$ cat src/hw/rtl/sppc_pkg.sv
// Shared types, codes and constants of the stepper pulse/position controller.
// Used by the period divider, the top level and the port checker; no dependencies.
package sppc_pkg;

    // Default parameter values.
    localparam int MOTOR_COUNT_DEF = 3;
    localparam int PERIOD_BITS_DEF = 16;

    // Fixed field widths.
    localparam int OP_W    = 3;
    localparam int MOTOR_W = 2;
    localparam int POS_W   = 32;
    localparam int VEL_W   = 21;
    localparam int RATE_W  = 24;
    localparam int IPER_W  = 16;
    localparam int MODE_W  = 2;
    localparam int DIR_W   = 2;
    localparam int CIDX_W  = 2;
    localparam int CDAT_W  = 24;

    // Configuration register indexes and their reset values.
    localparam logic [CIDX_W-1:0] CFG_TICK_RATE   = 2'd0;
    localparam logic [CIDX_W-1:0] CFG_INIT_PERIOD = 2'd1;
    localparam logic [RATE_W-1:0] TICK_RATE_RST   = 24'd1000000;
    localparam logic [IPER_W-1:0] INIT_PERIOD_RST = 16'd999;

    // Opcodes.
    localparam logic [OP_W-1:0] OP_TICK    = 3'd0;
    localparam logic [OP_W-1:0] OP_SET_POS = 3'd1;
    localparam logic [OP_W-1:0] OP_SET_PV  = 3'd2;
    localparam logic [OP_W-1:0] OP_SET_VEL = 3'd3;
    localparam logic [OP_W-1:0] OP_ZERO    = 3'd4;
    localparam logic [OP_W-1:0] OP_ENABLE  = 3'd5;
    localparam logic [OP_W-1:0] OP_QUERY   = 3'd6;

    // Run modes.
    localparam logic [MODE_W-1:0] MODE_IDLE = 2'd0;
    localparam logic [MODE_W-1:0] MODE_POS  = 2'd1;
    localparam logic [MODE_W-1:0] MODE_VEL  = 2'd2;

    // Step directions, two-bit signed.
    localparam logic [DIR_W-1:0] DIR_NONE = 2'b00;
    localparam logic [DIR_W-1:0] DIR_FWD  = 2'b01;
    localparam logic [DIR_W-1:0] DIR_REV  = 2'b11;

    // Status of the period divider as seen by the sequencer.
    typedef struct packed {
        logic busy;
        logic done;
    } div_status_t;

endpackage

$ cat src/hw/rtl/sppc_period_div.sv
// Bit-serial restoring divider that turns tick_rate / |velocity| into a step period.
// Depends on sppc_pkg for widths and the status struct.
module sppc_period_div #(
    parameter int PERIOD_BITS = sppc_pkg::PERIOD_BITS_DEF
) (
    input  logic                             aclk,
    input  logic                             aresetn,
    input  logic                             start,
    input  logic [sppc_pkg::RATE_W-1:0]      tick_rate,
    input  logic [sppc_pkg::VEL_W-1:0]       velocity,
    output sppc_pkg::div_status_t            status,
    output logic [PERIOD_BITS-1:0]           period
);

    localparam int QW = sppc_pkg::RATE_W;
    localparam int VW = sppc_pkg::VEL_W;
    localparam int CW = $clog2(QW);
    localparam logic [32:0] PMAX = (33'd1 << PERIOD_BITS) - 33'd1;

    logic          busy_reg, busy_next;
    logic          done_reg, done_next;
    logic [CW-1:0] cnt_reg, cnt_next;
    logic [VW-1:0] mag_reg, mag_next;
    logic [VW-1:0] rem_reg, rem_next;
    logic [QW-1:0] dq_reg, dq_next;

    logic [VW-1:0] mag_in;
    logic [VW:0]   shifted;
    logic [VW:0]   diff;
    logic          ge;
    logic [QW-1:0] qm1;
    logic          sat;

    // The magnitude of the most negative velocity still fits as unsigned.
    assign mag_in  = velocity[VW-1] ? (VW'(0) - velocity) : velocity;

    // One quotient bit per cycle: shift in the next dividend bit and try a subtract.
    assign shifted = {rem_reg, dq_reg[QW-1]};
    assign diff    = shifted - {1'b0, mag_reg};
    assign ge      = shifted >= {1'b0, mag_reg};

    always_comb begin
        busy_next = busy_reg;
        done_next = 1'b0;
        cnt_next  = cnt_reg;
        mag_next  = mag_reg;
        rem_next  = rem_reg;
        dq_next   = dq_reg;
        if (start) begin
            busy_next = 1'b1;
            cnt_next  = CW'(QW - 1);
            mag_next  = mag_in;
            rem_next  = '0;
            dq_next   = tick_rate;
        end else if (busy_reg) begin
            rem_next = ge ? diff[VW-1:0] : shifted[VW-1:0];
            dq_next  = {dq_reg[QW-2:0], ge};
            cnt_next = cnt_reg - CW'(1);
            if (cnt_reg == '0) begin
                busy_next = 1'b0;
                done_next = 1'b1;
            end
        end
    end

    always_ff @(posedge aclk) begin
        if (!aresetn) begin
            busy_reg <= 1'b0;
            done_reg <= 1'b0;
        end else begin
            busy_reg <= busy_next;
            done_reg <= done_next;
        end
    end

    always_ff @(posedge aclk) begin
        cnt_reg <= cnt_next;
        mag_reg <= mag_next;
        rem_reg <= rem_next;
        dq_reg  <= dq_next;
    end

    // Period is quotient minus one, floored at zero and saturated at the counter range.
    assign qm1 = (dq_reg == '0) ? '0 : (dq_reg - QW'(1));
    assign sat = {{(33 - QW){1'b0}}, qm1} > PMAX;

    always_comb begin
        period      = sat ? '1 : PERIOD_BITS'(qm1);
        status.busy = busy_reg;
        status.done = done_reg;
    end

endmodule

$ cat src/hw/rtl/stepper_pulse_position_controller.sv
// A tick beat walks the motors one per cycle and then registers its result.
// A velocity command that sets a new period first passes through the 24-step divider.
// All other commands are applied in EXEC and then registered as a result.
// One beat is worked on at a time; the next is taken only after the result is registered.
// Reset (aresetn, synchronous, active low) restores control, config and motor state registers.
module stepper_pulse_position_controller #(
    parameter int MOTOR_COUNT = sppc_pkg::MOTOR_COUNT_DEF,
    parameter int PERIOD_BITS = sppc_pkg::PERIOD_BITS_DEF
) (
    input  logic                             aclk,
    input  logic                             aresetn,

    // Configuration write channel.
    input  logic                             cfg_valid,
    output logic                             cfg_ready,
    input  logic [sppc_pkg::CIDX_W-1:0]      cfg_index,
    input  logic [sppc_pkg::CDAT_W-1:0]      cfg_data,

    // Command channel.
    input  logic                             s_valid,
    output logic                             s_ready,
    input  logic [sppc_pkg::OP_W-1:0]        s_opcode,
    input  logic [sppc_pkg::MOTOR_W-1:0]     s_motor,
    input  logic signed [sppc_pkg::POS_W-1:0] s_target_position,
    input  logic signed [sppc_pkg::VEL_W-1:0] s_velocity,
    input  logic                             s_enable_flag,

    // Status channel.
    output logic                             m_valid,
    input  logic                             m_ready,
    output logic [sppc_pkg::MOTOR_W-1:0]     m_report_motor,
    output logic signed [sppc_pkg::POS_W-1:0] m_position,
    output logic signed [sppc_pkg::VEL_W-1:0] m_speed,
    output logic [sppc_pkg::MODE_W-1:0]      m_mode,
    output logic signed [sppc_pkg::DIR_W-1:0] m_direction,
    output logic [MOTOR_COUNT-1:0]           m_step_pins,
    output logic [MOTOR_COUNT-1:0]           m_dir_pins,
    output logic [MOTOR_COUNT-1:0]           m_enable_pins,
    output logic [MOTOR_COUNT-1:0]           m_step_events
);

    localparam int MIW = (MOTOR_COUNT > 1) ? $clog2(MOTOR_COUNT) : 1;
    localparam int PW  = PERIOD_BITS;
    localparam int XW  = sppc_pkg::POS_W;
    localparam int VW  = sppc_pkg::VEL_W;
    localparam logic [32:0] PMAX = (33'd1 << PERIOD_BITS) - 33'd1;

    // Sequencer states, one-hot.
    typedef enum logic [4:0] {
        ST_IDLE = 5'b00001,
        ST_EXEC = 5'b00010,
        ST_DIV  = 5'b00100,
        ST_TICK = 5'b01000,
        ST_RESP = 5'b10000
    } state_t;

    state_t state_reg, state_next;

    // Configuration registers.
    logic [sppc_pkg::RATE_W-1:0] rate_reg;
    logic [sppc_pkg::IPER_W-1:0] iper_reg;

    // The beat being worked on.
    logic [sppc_pkg::OP_W-1:0]    op_reg;
    logic [sppc_pkg::MOTOR_W-1:0] mot_reg;
    logic [XW-1:0]                tpos_reg;
    logic [VW-1:0]                vel_reg;
    logic                         en_reg;

    // Per-motor state.
    logic [XW-1:0]               pos_reg  [MOTOR_COUNT];
    logic [XW-1:0]               goal_reg [MOTOR_COUNT];
    logic [VW-1:0]               vst_reg  [MOTOR_COUNT];
    logic [sppc_pkg::MODE_W-1:0] mode_reg [MOTOR_COUNT];
    logic [sppc_pkg::DIR_W-1:0]  dir_reg  [MOTOR_COUNT];
    logic [PW-1:0]               per_reg  [MOTOR_COUNT];
    logic [PW-1:0]               cnt_reg  [MOTOR_COUNT];
    logic [MOTOR_COUNT-1:0]      drv_reg;
    logic [MOTOR_COUNT-1:0]      run_reg;
    logic [MOTOR_COUNT-1:0]      pset_reg;
    logic [MOTOR_COUNT-1:0]      dlev_reg;

    // Sequencer bookkeeping.
    logic                   have_reg, have_next;
    logic [MIW-1:0]         tk_reg, tk_next;
    logic [MOTOR_COUNT-1:0] events_reg, events_next;

    // Result register.
    logic                        m_valid_reg, m_valid_next;
    logic [sppc_pkg::MOTOR_W-1:0] m_motor_reg;
    logic [XW-1:0]               m_pos_reg;
    logic [VW-1:0]               m_speed_reg;
    logic [sppc_pkg::MODE_W-1:0] m_mode_reg;
    logic [sppc_pkg::DIR_W-1:0]  m_dir_reg;
    logic [MOTOR_COUNT-1:0]      m_steps_reg;
    logic [MOTOR_COUNT-1:0]      m_dirs_reg;
    logic [MOTOR_COUNT-1:0]      m_ens_reg;
    logic [MOTOR_COUNT-1:0]      m_events_reg;

    // Selected motor and its fields.
    logic [MIW-1:0]              mi;
    logic                        mot_ok;
    logic [MIW-1:0]              sel;
    logic [XW-1:0]               c_pos, c_goal;
    logic [VW-1:0]               c_vel;
    logic [sppc_pkg::MODE_W-1:0] c_mode;
    logic [sppc_pkg::DIR_W-1:0]  c_dir;
    logic [PW-1:0]               c_per, c_cnt, c_eff;
    logic                        c_drv, c_run, c_pset, c_dlev;

    // Next values of the selected motor's entry.
    logic [XW-1:0]               pos_next, goal_next;
    logic [VW-1:0]               vst_next;
    logic [sppc_pkg::MODE_W-1:0] mode_next;
    logic [sppc_pkg::DIR_W-1:0]  dir_next;
    logic [PW-1:0]               per_next, cnt_next;
    logic                        drv_next, run_next, pset_next, dlev_next;

    logic                        wr_en;
    logic                        out_load;
    logic                        tick_event;
    logic                        need_div;
    logic                        div_start;
    logic [XW-1:0]               step_pos;
    logic                        tpos_ne, vel_nz, aim_fwd;
    logic [PW-1:0]               init_eff;
    logic [MOTOR_COUNT-1:0]      steps_w;
    sppc_pkg::div_status_t       div_status;
    logic [PW-1:0]               div_period;

    // ------------------------------------------------------------------
    // Configuration. Writes must arrive only while the block is idle, which
    // is not enforced. The port is always ready. Unknown indexes are dropped.
    // ------------------------------------------------------------------
    assign cfg_ready = 1'b1;

    always_ff @(posedge aclk) begin
        if (!aresetn) begin
            rate_reg <= sppc_pkg::TICK_RATE_RST;
            iper_reg <= sppc_pkg::INIT_PERIOD_RST;
        end else if (cfg_valid) begin
            if (cfg_index == sppc_pkg::CFG_TICK_RATE) begin
                rate_reg <= cfg_data;
            end else if (cfg_index == sppc_pkg::CFG_INIT_PERIOD) begin
                iper_reg <= cfg_data[sppc_pkg::IPER_W-1:0];
            end
        end
    end

    // The initial period is clamped to the counter range, in case the
    // counter is narrower than the register.
    assign init_eff = ({17'b0, iper_reg} > PMAX) ? '1 : PW'(iper_reg);

    // ------------------------------------------------------------------
    // Period divider: tick_rate / |velocity|, one quotient bit per cycle.
    // ------------------------------------------------------------------
    sppc_period_div #(
        .PERIOD_BITS (PERIOD_BITS)
    ) u_div (
        .aclk      (aclk),
        .aresetn   (aresetn),
        .start     (div_start),
        .tick_rate (rate_reg),
        .velocity  (vel_reg),
        .status    (div_status),
        .period    (div_period)
    );

    // ------------------------------------------------------------------
    // Input capture.
    // ------------------------------------------------------------------
    assign s_ready = (state_reg == ST_IDLE);

    always_ff @(posedge aclk) begin
        if (s_valid && s_ready) begin
            op_reg   <= s_opcode;
            mot_reg  <= s_motor;
            tpos_reg <= s_target_position;
            vel_reg  <= s_velocity;
            en_reg   <= s_enable_flag;
        end
    end

    // A non-tick command to a motor that does not exist changes nothing and
    // reports zeros for that motor's status.
    assign mot_ok = {2'b00, mot_reg} < 4'(MOTOR_COUNT);
    assign mi     = MIW'(mot_reg);

    // During a tick the sequencer walks the motors; otherwise the
    // addressed motor is selected.
    assign sel    = (state_reg == ST_TICK) ? tk_reg : mi;

    assign c_pos  = pos_reg[sel];
    assign c_goal = goal_reg[sel];
    assign c_vel  = vst_reg[sel];
    assign c_mode = mode_reg[sel];
    assign c_dir  = dir_reg[sel];
    assign c_per  = per_reg[sel];
    assign c_cnt  = cnt_reg[sel];
    assign c_drv  = drv_reg[sel];
    assign c_run  = run_reg[sel];
    assign c_pset = pset_reg[sel];
    assign c_dlev = dlev_reg[sel];
    assign c_eff  = c_pset ? c_per : init_eff;

    assign step_pos = c_pos + {{(XW - sppc_pkg::DIR_W){c_dir[sppc_pkg::DIR_W-1]}}, c_dir};
    assign tpos_ne  = (tpos_reg != c_pos);
    assign vel_nz   = (vel_reg != '0);
    assign aim_fwd  = $signed(tpos_reg) > $signed(c_pos);

    // A new period is needed by a nonzero set-velocity, and by a nonzero
    // set-position-with-velocity whose target differs from the position.
    assign need_div = mot_ok && vel_nz &&
                      ((op_reg == sppc_pkg::OP_SET_VEL) ||
                       ((op_reg == sppc_pkg::OP_SET_PV) && tpos_ne));

    // ------------------------------------------------------------------
    // Motor update: the new value of the selected motor's entry.
    // ------------------------------------------------------------------
    always_comb begin
        pos_next   = c_pos;
        goal_next  = c_goal;
        vst_next   = c_vel;
        mode_next  = c_mode;
        dir_next   = c_dir;
        per_next   = c_per;
        cnt_next   = c_cnt;
        drv_next   = c_drv;
        run_next   = c_run;
        pset_next  = c_pset;
        dlev_next  = c_dlev;
        tick_event = 1'b0;

        if (state_reg == ST_TICK) begin
            // The counter runs 0..period and then wraps; each wrap is a step.
            if (c_run) begin
                if (c_cnt < c_eff) begin
                    cnt_next = c_cnt + PW'(1);
                end else begin
                    cnt_next   = '0;
                    pos_next   = step_pos;
                    tick_event = 1'b1;
                    if (c_mode == sppc_pkg::MODE_POS) begin
                        // Stop on the goal; turn around on an overshoot.
                        if (step_pos == c_goal) begin
                            run_next  = 1'b0;
                            mode_next = sppc_pkg::MODE_IDLE;
                        end else if ((c_dir == sppc_pkg::DIR_FWD) &&
                                     ($signed(step_pos) > $signed(c_goal))) begin
                            dir_next  = sppc_pkg::DIR_REV;
                            dlev_next = 1'b0;
                        end else if ((c_dir == sppc_pkg::DIR_REV) &&
                                     ($signed(step_pos) < $signed(c_goal))) begin
                            dir_next  = sppc_pkg::DIR_FWD;
                            dlev_next = 1'b1;
                        end
                    end
                end
            end
        end else begin
            unique case (op_reg)
                sppc_pkg::OP_SET_POS: begin
                    drv_next  = 1'b1;
                    goal_next = tpos_reg;
                    if (tpos_ne) begin
                        dir_next  = aim_fwd ? sppc_pkg::DIR_FWD : sppc_pkg::DIR_REV;
                        dlev_next = aim_fwd;
                        run_next  = 1'b1;
                        mode_next = sppc_pkg::MODE_POS;
                    end
                end
                sppc_pkg::OP_SET_PV: begin
                    drv_next  = 1'b1;
                    vst_next  = vel_reg;
                    goal_next = tpos_reg;
                    if (!vel_nz) begin
                        mode_next = sppc_pkg::MODE_IDLE;
                        dir_next  = sppc_pkg::DIR_NONE;
                        run_next  = 1'b0;
                    end else if (tpos_ne) begin
                        per_next  = div_period;
                        pset_next = 1'b1;
                        dir_next  = aim_fwd ? sppc_pkg::DIR_FWD : sppc_pkg::DIR_REV;
                        dlev_next = aim_fwd;
                        run_next  = 1'b1;
                        mode_next = sppc_pkg::MODE_POS;
                    end
                end
                sppc_pkg::OP_SET_VEL: begin
                    drv_next = 1'b1;
                    vst_next = vel_reg;
                    if (!vel_nz) begin
                        mode_next = sppc_pkg::MODE_IDLE;
                        dir_next  = sppc_pkg::DIR_NONE;
                        run_next  = 1'b0;
                    end else begin
                        dir_next  = vel_reg[VW-1] ? sppc_pkg::DIR_REV : sppc_pkg::DIR_FWD;
                        dlev_next = !vel_reg[VW-1];
                        mode_next = sppc_pkg::MODE_VEL;
                        per_next  = div_period;
                        pset_next = 1'b1;
                        run_next  = 1'b1;
                    end
                end
                sppc_pkg::OP_ZERO: begin
                    drv_next  = 1'b1;
                    vst_next  = '0;
                    mode_next = sppc_pkg::MODE_IDLE;
                    dir_next  = sppc_pkg::DIR_NONE;
                    run_next  = 1'b0;
                    pos_next  = '0;
                end
                sppc_pkg::OP_ENABLE: begin
                    // Disabling only releases the enable pin; stepping goes on.
                    drv_next = en_reg;
                end
                default: begin
                    // Query and the unused opcode leave the motor alone.
                end
            endcase
        end
    end

    always_ff @(posedge aclk) begin
        if (!aresetn) begin
            for (int k = 0; k < MOTOR_COUNT; k++) begin
                pos_reg[k]  <= '0;
                goal_reg[k] <= '0;
                vst_reg[k]  <= '0;
                mode_reg[k] <= sppc_pkg::MODE_IDLE;
                dir_reg[k]  <= sppc_pkg::DIR_FWD;
                per_reg[k]  <= '0;
                cnt_reg[k]  <= '0;
            end
            drv_reg  <= '0;
            run_reg  <= '0;
            pset_reg <= '0;
            dlev_reg <= '1;
        end else if (wr_en) begin
            pos_reg[sel]  <= pos_next;
            goal_reg[sel] <= goal_next;
            vst_reg[sel]  <= vst_next;
            mode_reg[sel] <= mode_next;
            dir_reg[sel]  <= dir_next;
            per_reg[sel]  <= per_next;
            cnt_reg[sel]  <= cnt_next;
            drv_reg[sel]  <= drv_next;
            run_reg[sel]  <= run_next;
            pset_reg[sel] <= pset_next;
            dlev_reg[sel] <= dlev_next;
        end
    end

    // ------------------------------------------------------------------
    // Sequencer. A tick walks the motors one per cycle. A command is
    // applied in EXEC, after a trip through the divider when it needs a
    // new period. RESP waits for room in the result register.
    // ------------------------------------------------------------------
    always_comb begin
        state_next   = state_reg;
        have_next    = have_reg;
        tk_next      = tk_reg;
        events_next  = events_reg;
        div_start    = 1'b0;
        wr_en        = 1'b0;
        out_load     = 1'b0;
        m_valid_next = m_valid_reg;
        if (m_valid_reg && m_ready) begin
            m_valid_next = 1'b0;
        end

        unique case (state_reg)
            ST_IDLE: begin
                if (s_valid) begin
                    have_next   = 1'b0;
                    tk_next     = '0;
                    events_next = '0;
                    state_next  = (s_opcode == sppc_pkg::OP_TICK) ? ST_TICK : ST_EXEC;
                end
            end
            ST_EXEC: begin
                if (need_div && !have_reg) begin
                    div_start  = !div_status.busy;
                    state_next = ST_DIV;
                end else begin
                    wr_en      = mot_ok;
                    state_next = ST_RESP;
                end
            end
            ST_DIV: begin
                if (div_status.done) begin
                    have_next  = 1'b1;
                    state_next = ST_EXEC;
                end
            end
            ST_TICK: begin
                wr_en               = 1'b1;
                events_next[tk_reg] = tick_event;
                if (tk_reg == MIW'(MOTOR_COUNT - 1)) begin
                    state_next = ST_RESP;
                end else begin
                    tk_next = tk_reg + MIW'(1);
                end
            end
            ST_RESP: begin
                if (!m_valid_reg || m_ready) begin
                    out_load     = 1'b1;
                    m_valid_next = 1'b1;
                    state_next   = ST_IDLE;
                end
            end
            default: begin
                state_next = ST_IDLE;
            end
        endcase
    end

    always_ff @(posedge aclk) begin
        if (!aresetn) begin
            state_reg   <= ST_IDLE;
            have_reg    <= 1'b0;
            tk_reg      <= '0;
            events_reg  <= '0;
            m_valid_reg <= 1'b0;
        end else begin
            state_reg   <= state_next;
            have_reg    <= have_next;
            tk_reg      <= tk_next;
            events_reg  <= events_next;
            m_valid_reg <= m_valid_next;
        end
    end

    // ------------------------------------------------------------------
    // Pin levels of all motors. The step pin is high while the timer
    // runs and the counter sits in the first half of the period.
    // ------------------------------------------------------------------
    always_comb begin
        for (int k = 0; k < MOTOR_COUNT; k++) begin
            steps_w[k] = run_reg[k] &&
                         (cnt_reg[k] < ((pset_reg[k] ? per_reg[k] : init_eff) >> 1));
        end
    end

    // Result register. The next beat may be taken while this one waits.
    always_ff @(posedge aclk) begin
        if (out_load) begin
            m_motor_reg  <= mot_reg;
            m_pos_reg    <= mot_ok ? c_pos : '0;
            m_speed_reg  <= mot_ok ? c_vel : '0;
            m_mode_reg   <= mot_ok ? c_mode : sppc_pkg::MODE_IDLE;
            m_dir_reg    <= mot_ok ? c_dir : sppc_pkg::DIR_NONE;
            m_steps_reg  <= steps_w;
            m_dirs_reg   <= dlev_reg;
            m_ens_reg    <= ~drv_reg;
            m_events_reg <= events_reg;
        end
    end

    assign m_valid        = m_valid_reg;
    assign m_report_motor = m_motor_reg;
    assign m_position     = m_pos_reg;
    assign m_speed        = m_speed_reg;
    assign m_mode         = m_mode_reg;
    assign m_direction    = m_dir_reg;
    assign m_step_pins    = m_steps_reg;
    assign m_dir_pins     = m_dirs_reg;
    assign m_enable_pins  = m_ens_reg;
    assign m_step_events  = m_events_reg;

endmodule

$ cat config.mk
export PLATFORM = sky130hd
export DESIGN_NAME = stepper_pulse_position_controller
export DESIGN_NICKNAME = d
export VERILOG_FILES = /design/src/hw/rtl/sppc_pkg.sv /design/src/hw/rtl/sppc_period_div.sv /design/src/hw/rtl/stepper_pulse_position_controller.sv
export SDC_FILE = /design/constraint.sdc
export NUM_CORES = 2
export LEC_CHECK = 0
export BUFFER_PORTS_ARGS = -buffer_cell sky130_fd_sc_hd__buf_2
export CAP_MARGIN = 20
export CORE_MARGIN = 2
export CORE_UTILIZATION = 60
export CTS_CLUSTER_DIAMETER = 50
export CTS_CLUSTER_SIZE = 20
export DETAILED_ROUTE_END_ITERATION = 7
export HOLD_SLACK_MARGIN = 0.15
export PLACE_DENSITY = 0.78
export SYNTH_ARGS = -nofsm -noshare
export SYNTH_HDL_FRONTEND = slang
export SYNTH_SLANG_ARGS = --single-unit
export TNS_END_PERCENT = 10
$ cat constraint.sdc
create_clock -name aclk -period 10.24 [get_ports aclk]
set_clock_uncertainty 0.15 [all_clocks]
set_input_delay 2.048 -clock aclk [delete_from_list [all_inputs] [get_ports aclk]]
set_output_delay 2.048 -clock aclk [all_outputs]
set_load 0.05 [all_outputs]
# == After elaboration in Yosys (flattened, before gate mapping) ==
# Memory sizes are Yosys's and may differ from the RTL's.
# Cells that the tools add are included.
# word_totals
n_memories,7
output_inout_bits,74
word_cells,279
in_bits,90
ram_bits,363
regBits,267
# classes
n_eq_ne,22
bitwise_logic,4
muxes,149
add_sub_neg,7
reduce_logical,44
order_cmp,14
# mem_list
name,depth,width,read_ports,rd_clocked_by_memory_dff,write_ports,line,rtl
goal_reg,3,32,1,0,3,stepper_pulse_position_controller.sv:72,logic [XW-1:0] goal_reg [MOTOR_COUNT];
pos_reg,3,32,1,0,3,stepper_pulse_position_controller.sv:71,logic [XW-1:0] pos_reg [MOTOR_COUNT];
vst_reg,3,21,1,0,3,stepper_pulse_position_controller.sv:73,logic [VW-1:0] vst_reg [MOTOR_COUNT];
cnt_reg,3,16,4,0,3,stepper_pulse_position_controller.sv:77,logic [PW-1:0] cnt_reg [MOTOR_COUNT];
per_reg,3,16,4,0,3,stepper_pulse_position_controller.sv:76,logic [PW-1:0] per_reg [MOTOR_COUNT];
dir_reg,3,2,1,0,3,stepper_pulse_position_controller.sv:75,logic [sppc_pkg::DIR_W-1:0] dir_reg [MOTOR_COUNT];
+1 memories,-,-,-,-,-,-,
# op_table
cell,n
$mux 32,8
$mux 16,14
$mux 24,3
$gt 32x32->1,2
$mux 2,32
$reduce_or 32->1,2
$mux 21,3
$mux 1,57
$lt 16x15->1,3
$pmux 21 s2,1
$add 32x32->32,1
$eq 32x32->1,1
$lt 32x32->1,1
$ne 32x32->1,1
$pmux 16 s2,1
$reduce_or 16->1,2
$mux 5,5
$pmux 5 s5,1
$gt 24x16->1 const B,1
$logic_not 24->1,1
$sub 24x1->24 const B,1
$ge 22x21->1,1
$reduce_bool 21->1,1
$reduce_or 21->1,1
48 further kinds,96

# == Depth between registers and ports, before layout ==
# An unclocked memory read counts as a cell.
# logic_depth
ltp_word,15
ltp_mapped,35

# == Modules after synthesis ==
# A second synthesis with hierarchy kept.
# hier_totals
cells_unflattened,4065
hier_area_um2,40197.3
# modules_own_cells
mod,area_each_um2,cells_each,n_inst,seq_area_each_um2
stepper_pulse_position_controller,35306.4,3559,1,19718.9
sppc_period_div,4890.9,506,1,1911.8

# == Worst setup path after synthesis ==
# Ideal clock, no wire load.
# synth_path
path_kind,reg2reg
start,register state_reg[1]
end,"memory cnt_reg[3][0] in the netlist's numbering, enable pin"
setup_time_ps,492
required_ps,9598
arrival_time_ps,7063
setup_slack_ps,2535
synth_period_minus_slack_ps,7705
stages_incl_launch_ff,22
path_cell_list,dfxtp_1 nor3_4 a21oi_1 nor2_1 clkbuf_1 buf_2 clkbuf_1 buf_1 nand2_1 nand3_1 nand2_1 ha_1 nand2_1 nor2_1 nand2_1 nor3_1 nand3_1 or3_1 buf_6 nand2b_1 a21oi_4 and4_1
# synth_rtl
element,line,rtl
"start, declared",stepper_pulse_position_controller.sv:57,"state_t state_reg, state_next;"
"start signal, assigned",stepper_pulse_position_controller.sv:426,state_reg <= state_next;
"end, declared",stepper_pulse_position_controller.sv:77,

==> results.txt <==
----------------------------------------------------
[Clock network]
  Resized cells post-CTS ... 0
  Number of clock sinks ... 751
  TritonCTS clock tree ... yes
  Clk Latency, worst-skew pair ... 0.64 ns
  Maximum number of buffers from clock root to sink ... 3
  CTS clock-pin slew for the worst setup and hold paths ... 0.08 ns
  CTS buffer count ... between 80 and 90
  H-tree level count ... 3
  Number of buffers inserted by post-CTS setup repair ... 0
  CTS root buf ... clkbuf_16
  Number of buffers inserted by hold repair at cts ... 0

[Min path]
  Endpoint of the worst hold path ... rate_reg[4]
  Type of the tightest min-delay check ... reg -> reg
  Hold path startpoint ... rate_reg[4]
  Hold path cells ... 2

[Logic synthesis]
  Yosys cell types ... 93
  Number of enable flip-flop cells after synthesis ... 659
  YS warnings ... 0
  Post-synthesis async set-or-reset flop share ... 0
  Most instantiated flip-flop cell in the synthesis netlist ... edfxtp_1
  Sequential area share after synthesis ... 0.548
  Mapped Cells ... 4008
  Netlist Area Pre-Place ... 39500 um^2
  Syn_area_per_cell ... between 9 and 10 um^2
  Syn_nets ... 4279
  Flops & latches, synth ... 751

[Die]
  Area of the placeable core ... around 66000 um^2
  Num ports ... between 150 and 200
  Overall die area ... 67900 um^2
  Height of the chip ... 261 um
  Initial standard-cell utilization of the core ... 0.603
  Placement Rows ... 94
  Overall die width ... 261 um

[Detailed routing]
  Via total after detailed routing ... approximately 31000
  First drt pass iteration count ... 6
  First-iteration detailed-routing DRC count ... 3604
  Mean routed wirelength per cell ... 21.4 um
  Drc violations ... 0
  Drt total wl ... 108 mm
  Antenna viol nets, final ... 0
  Ratio of routed vias to standard cells ... 6.14

[Outcome]
  Result of the run ... completed

[Critical path]
  Required time worst endpoint ... 10.58 ns
  CP Capture Type ... flop
  Buffers and inverters on the worst path ... 2
  Slowest cell delay on critical path ... 0.74 ns
  Worst flop-to-flop path endpoint ... dir_reg[2][1]
  Type of origin of the critical path ... flop
  Internal reg-to-reg setup slack ... 1.79 ns
  Startpoint of the worst-slack reg-to-reg timing path ... state_reg[1]
  Slowest cell on crit path ... o21ai_2
  Cells on worst reg2reg path ... 26
  Maximum net fanout on the critical path ... 95
  Critical Setup Path Class ... reg -> reg
  Cell family with the largest share of critical-path delay ... compound AO/OA/AOI/OAI gates
  Data arrival time of the critical path ... 8.79 ns
  Cell seen most often among critical-path stages ... a21o_1

[Timing]
  RSZ-0062 raised after global routing ... false
  Worst slew margin relative to its limit ... 0.274
  Worst Slack Setup Final ... roughly 1.8 ns
  Final critical-path required period ... between 8 and 9 ns
  Number of pins exceeding their max-slew limit in the final report ... 0
  Maximum clock rate ... approximately 120 MHz
  Total negative slack for setup checks ... 0 ns
  Measured slew at the worst slew-check pin ... 1.09 ns
  Crit share post-route ... 0.825
  Hold violation total from the final report ... 0
  Setup violators final ... 0

[Global routing]
  Met2 track utilization from global routing ... 0.514
  Residual overflow from global routing ... 0
  Wire length of the first global-routing pass ... 163 mm
  Global-route met1 utilization ... 0.415
  Busiest grt layer ... met2
  Maximum number of pins on one net before global-route repair ... 103
  Global-route total usage across every layer ... 0.312
  Initial antenna violation count ... 1
  M3 GR Usage ... 0.0451
  Via count of the first global-routing pass ... 29500

[Place]
  Count of buffers inserted at the top-level ports ... 162
  Placer's final routability congestion estimate ... 0.939
  Placed wire-length estimate after detailed placement ... 68.4 mm
  Setup WS pre-CTS ... 1.87 ns

[Layout]
  Leading cell types in the layout, fill and taps excluded ... 724 x nand2_1, 659 x edfxtp_1, 573 x nor2_1, 243 x nand3_1, 239 x a21oi_1
  Antenna diode count ... 0
  Number of fillers in the final layout ... about 5000
  Layout cells sized above 1 ... 0.107
  Net count of the finished layout ... 4361
  Most common cell after layout, fill and taps aside ... nand2_1
  Area growth from synthesis to final layout ... 11.1%

[Run]
  Max_cap viols ... 0

[Pwr]
  Leakage power ... 17.9 nW
  Power consumption ... 9.05 mW
  Power density normalized to cell area ... around 210 nW/um^2
  Maximum vdd ir drop ... 0.148 mV

----------------------------------------------------
metrics by stage:
stage | cell area [um^2] | utilization | instances | hold slack [ns]
final | 43900 | 0.670 | 5019 | 0.305
after global routing | 43900 | 0.670 | 5019 | 0.337
after CTS | 43800 | 0.669 | 5018 | 0.305
after detailed placement | 41000 | 0.626 | 4870 | 0.297
after global placement | 41000 | 0.626 | 4870 | 0.290
after floorplan | 39500 | - | 4008 | 0.252
report_power, final:
| part | internal, mW | total, mW | switching [mW] | leakage [nW] |
|---|---|---|---|---|
| combinational | 0.815 | 2.28 | 1.47 | 9.28 |
| clock | 1.68 | 3.09 | 1.42 | 1.39 |
| sequential | 3.54 | 3.67 | 0.133 | 7.21 |
cells by family after synthesis:
family	Yosys count	share of synthesized area
simple gates	1812	0.199
buf+inv	440	0.0447
mux	101	0.0289
other cells	1	0.0000949
flops	751	0.548
fa+ha+maj	181	0.0575
compound gates	631	0.102
xor+xnor	91	0.0202
cell usage after synthesis (13+ instances only):
master	instances	area share
nand4_1	27	0.0043
xnor2_1	62	0.014
nand2_1	724	0.069
a31oi_1	19	0.0030
o2bb2ai_1	20	0.0044
nand2b_1	29	0.0046
clkbuf_1	146	0.014
and2_1	28	0.0044
a211oi_1	27	0.0051
edfxtp_1	659	0.50
a31o_2	13	0.0029
o21a_1	32	0.0061
buf_1	29	0.0028
nor2b_1	35	0.0055
o21ai_0	89	0.011
a21o_1	52	0.0099
nand3_1	244	0.031
a21oi_1	240	0.030
dfxtp_1	92	0.047
mux2i_1	73	0.019
inv_1	227	0.022
nor3_1	36	0.0046
nor2_1	577	0.055
o211ai_1	25	0.0048
mux2_4	19	0.0072
nor4_1	21	0.0033
xor2_1	29	0.0064
buf_2	29	0.0037
and3_1	27	0.0043
ha_1	180	0.057
how the worst max path moves through the flow:
stage                                to  slack (ns)    startpoint  cells after the start
final                     dir_reg[2][1]        1.79  state_reg[1]                     26
after global routing      dir_reg[0][1]        1.23  state_reg[1]                     26
after CTS                 dir_reg[2][1]        1.82  state_reg[1]                     26
after detailed placement  dir_reg[2][1]        1.87  state_reg[1]                     26
after global placement    dir_reg[2][1]        2.09  state_reg[1]                     26
after floorplan           cnt_reg[3][0]        2.54  state_reg[1]                     21
per-layer routing:
metal | routed length (um) | share of wire
met5 | 7 | 0.000065
met3 | 9320 | 0.087
met1 | 42900 | 0.40
met2 | 51000 | 0.47
met4 | 4340 | 0.040
final cells by class:
type / instances / area, um^2 / area share
Sequential cell: 751 / 21600 / 0.493
Multi-Input combinational cell: 2817 / 16200 / 0.369
Clock buffer: 86 / 2110 / 0.0481
Timing Repair Buffer: 212 / 1240 / 0.0284
Tap cell: 864 / 1080 / 0.0246
Inverter: 227 / 867 / 0.0198
Clock inverter: 62 / 742 / 0.0169
worst register-to-register path, stage by stage (launching register included):
cell and delay [ns]:
dfxtp_1 0.41, or3_1 0.61, o21ai_2 0.74, nand2_8 0.51, a211oi_1 0.41, a31o_2 0.32, inv_1 0.26, buf_4 0.30
ha_1 0.40, a21o_1 0.20, o21bai_1 0.17, a21o_1 0.18, a21o_1 0.17, a21o_1 0.17, a21o_1 0.17, a21oi_1 0.37
o21ai_1 0.20, a31o_2 0.30, xor2_1 0.14, ha_1 0.30, nand4_1 0.14, nor4_1 0.43, nand3_1 0.22, and4_1 0.30
mux2i_1 0.15, a221oi_2 0.37, and2_1 0.19
No activity file was read; power rests on OpenSTA's default activity.
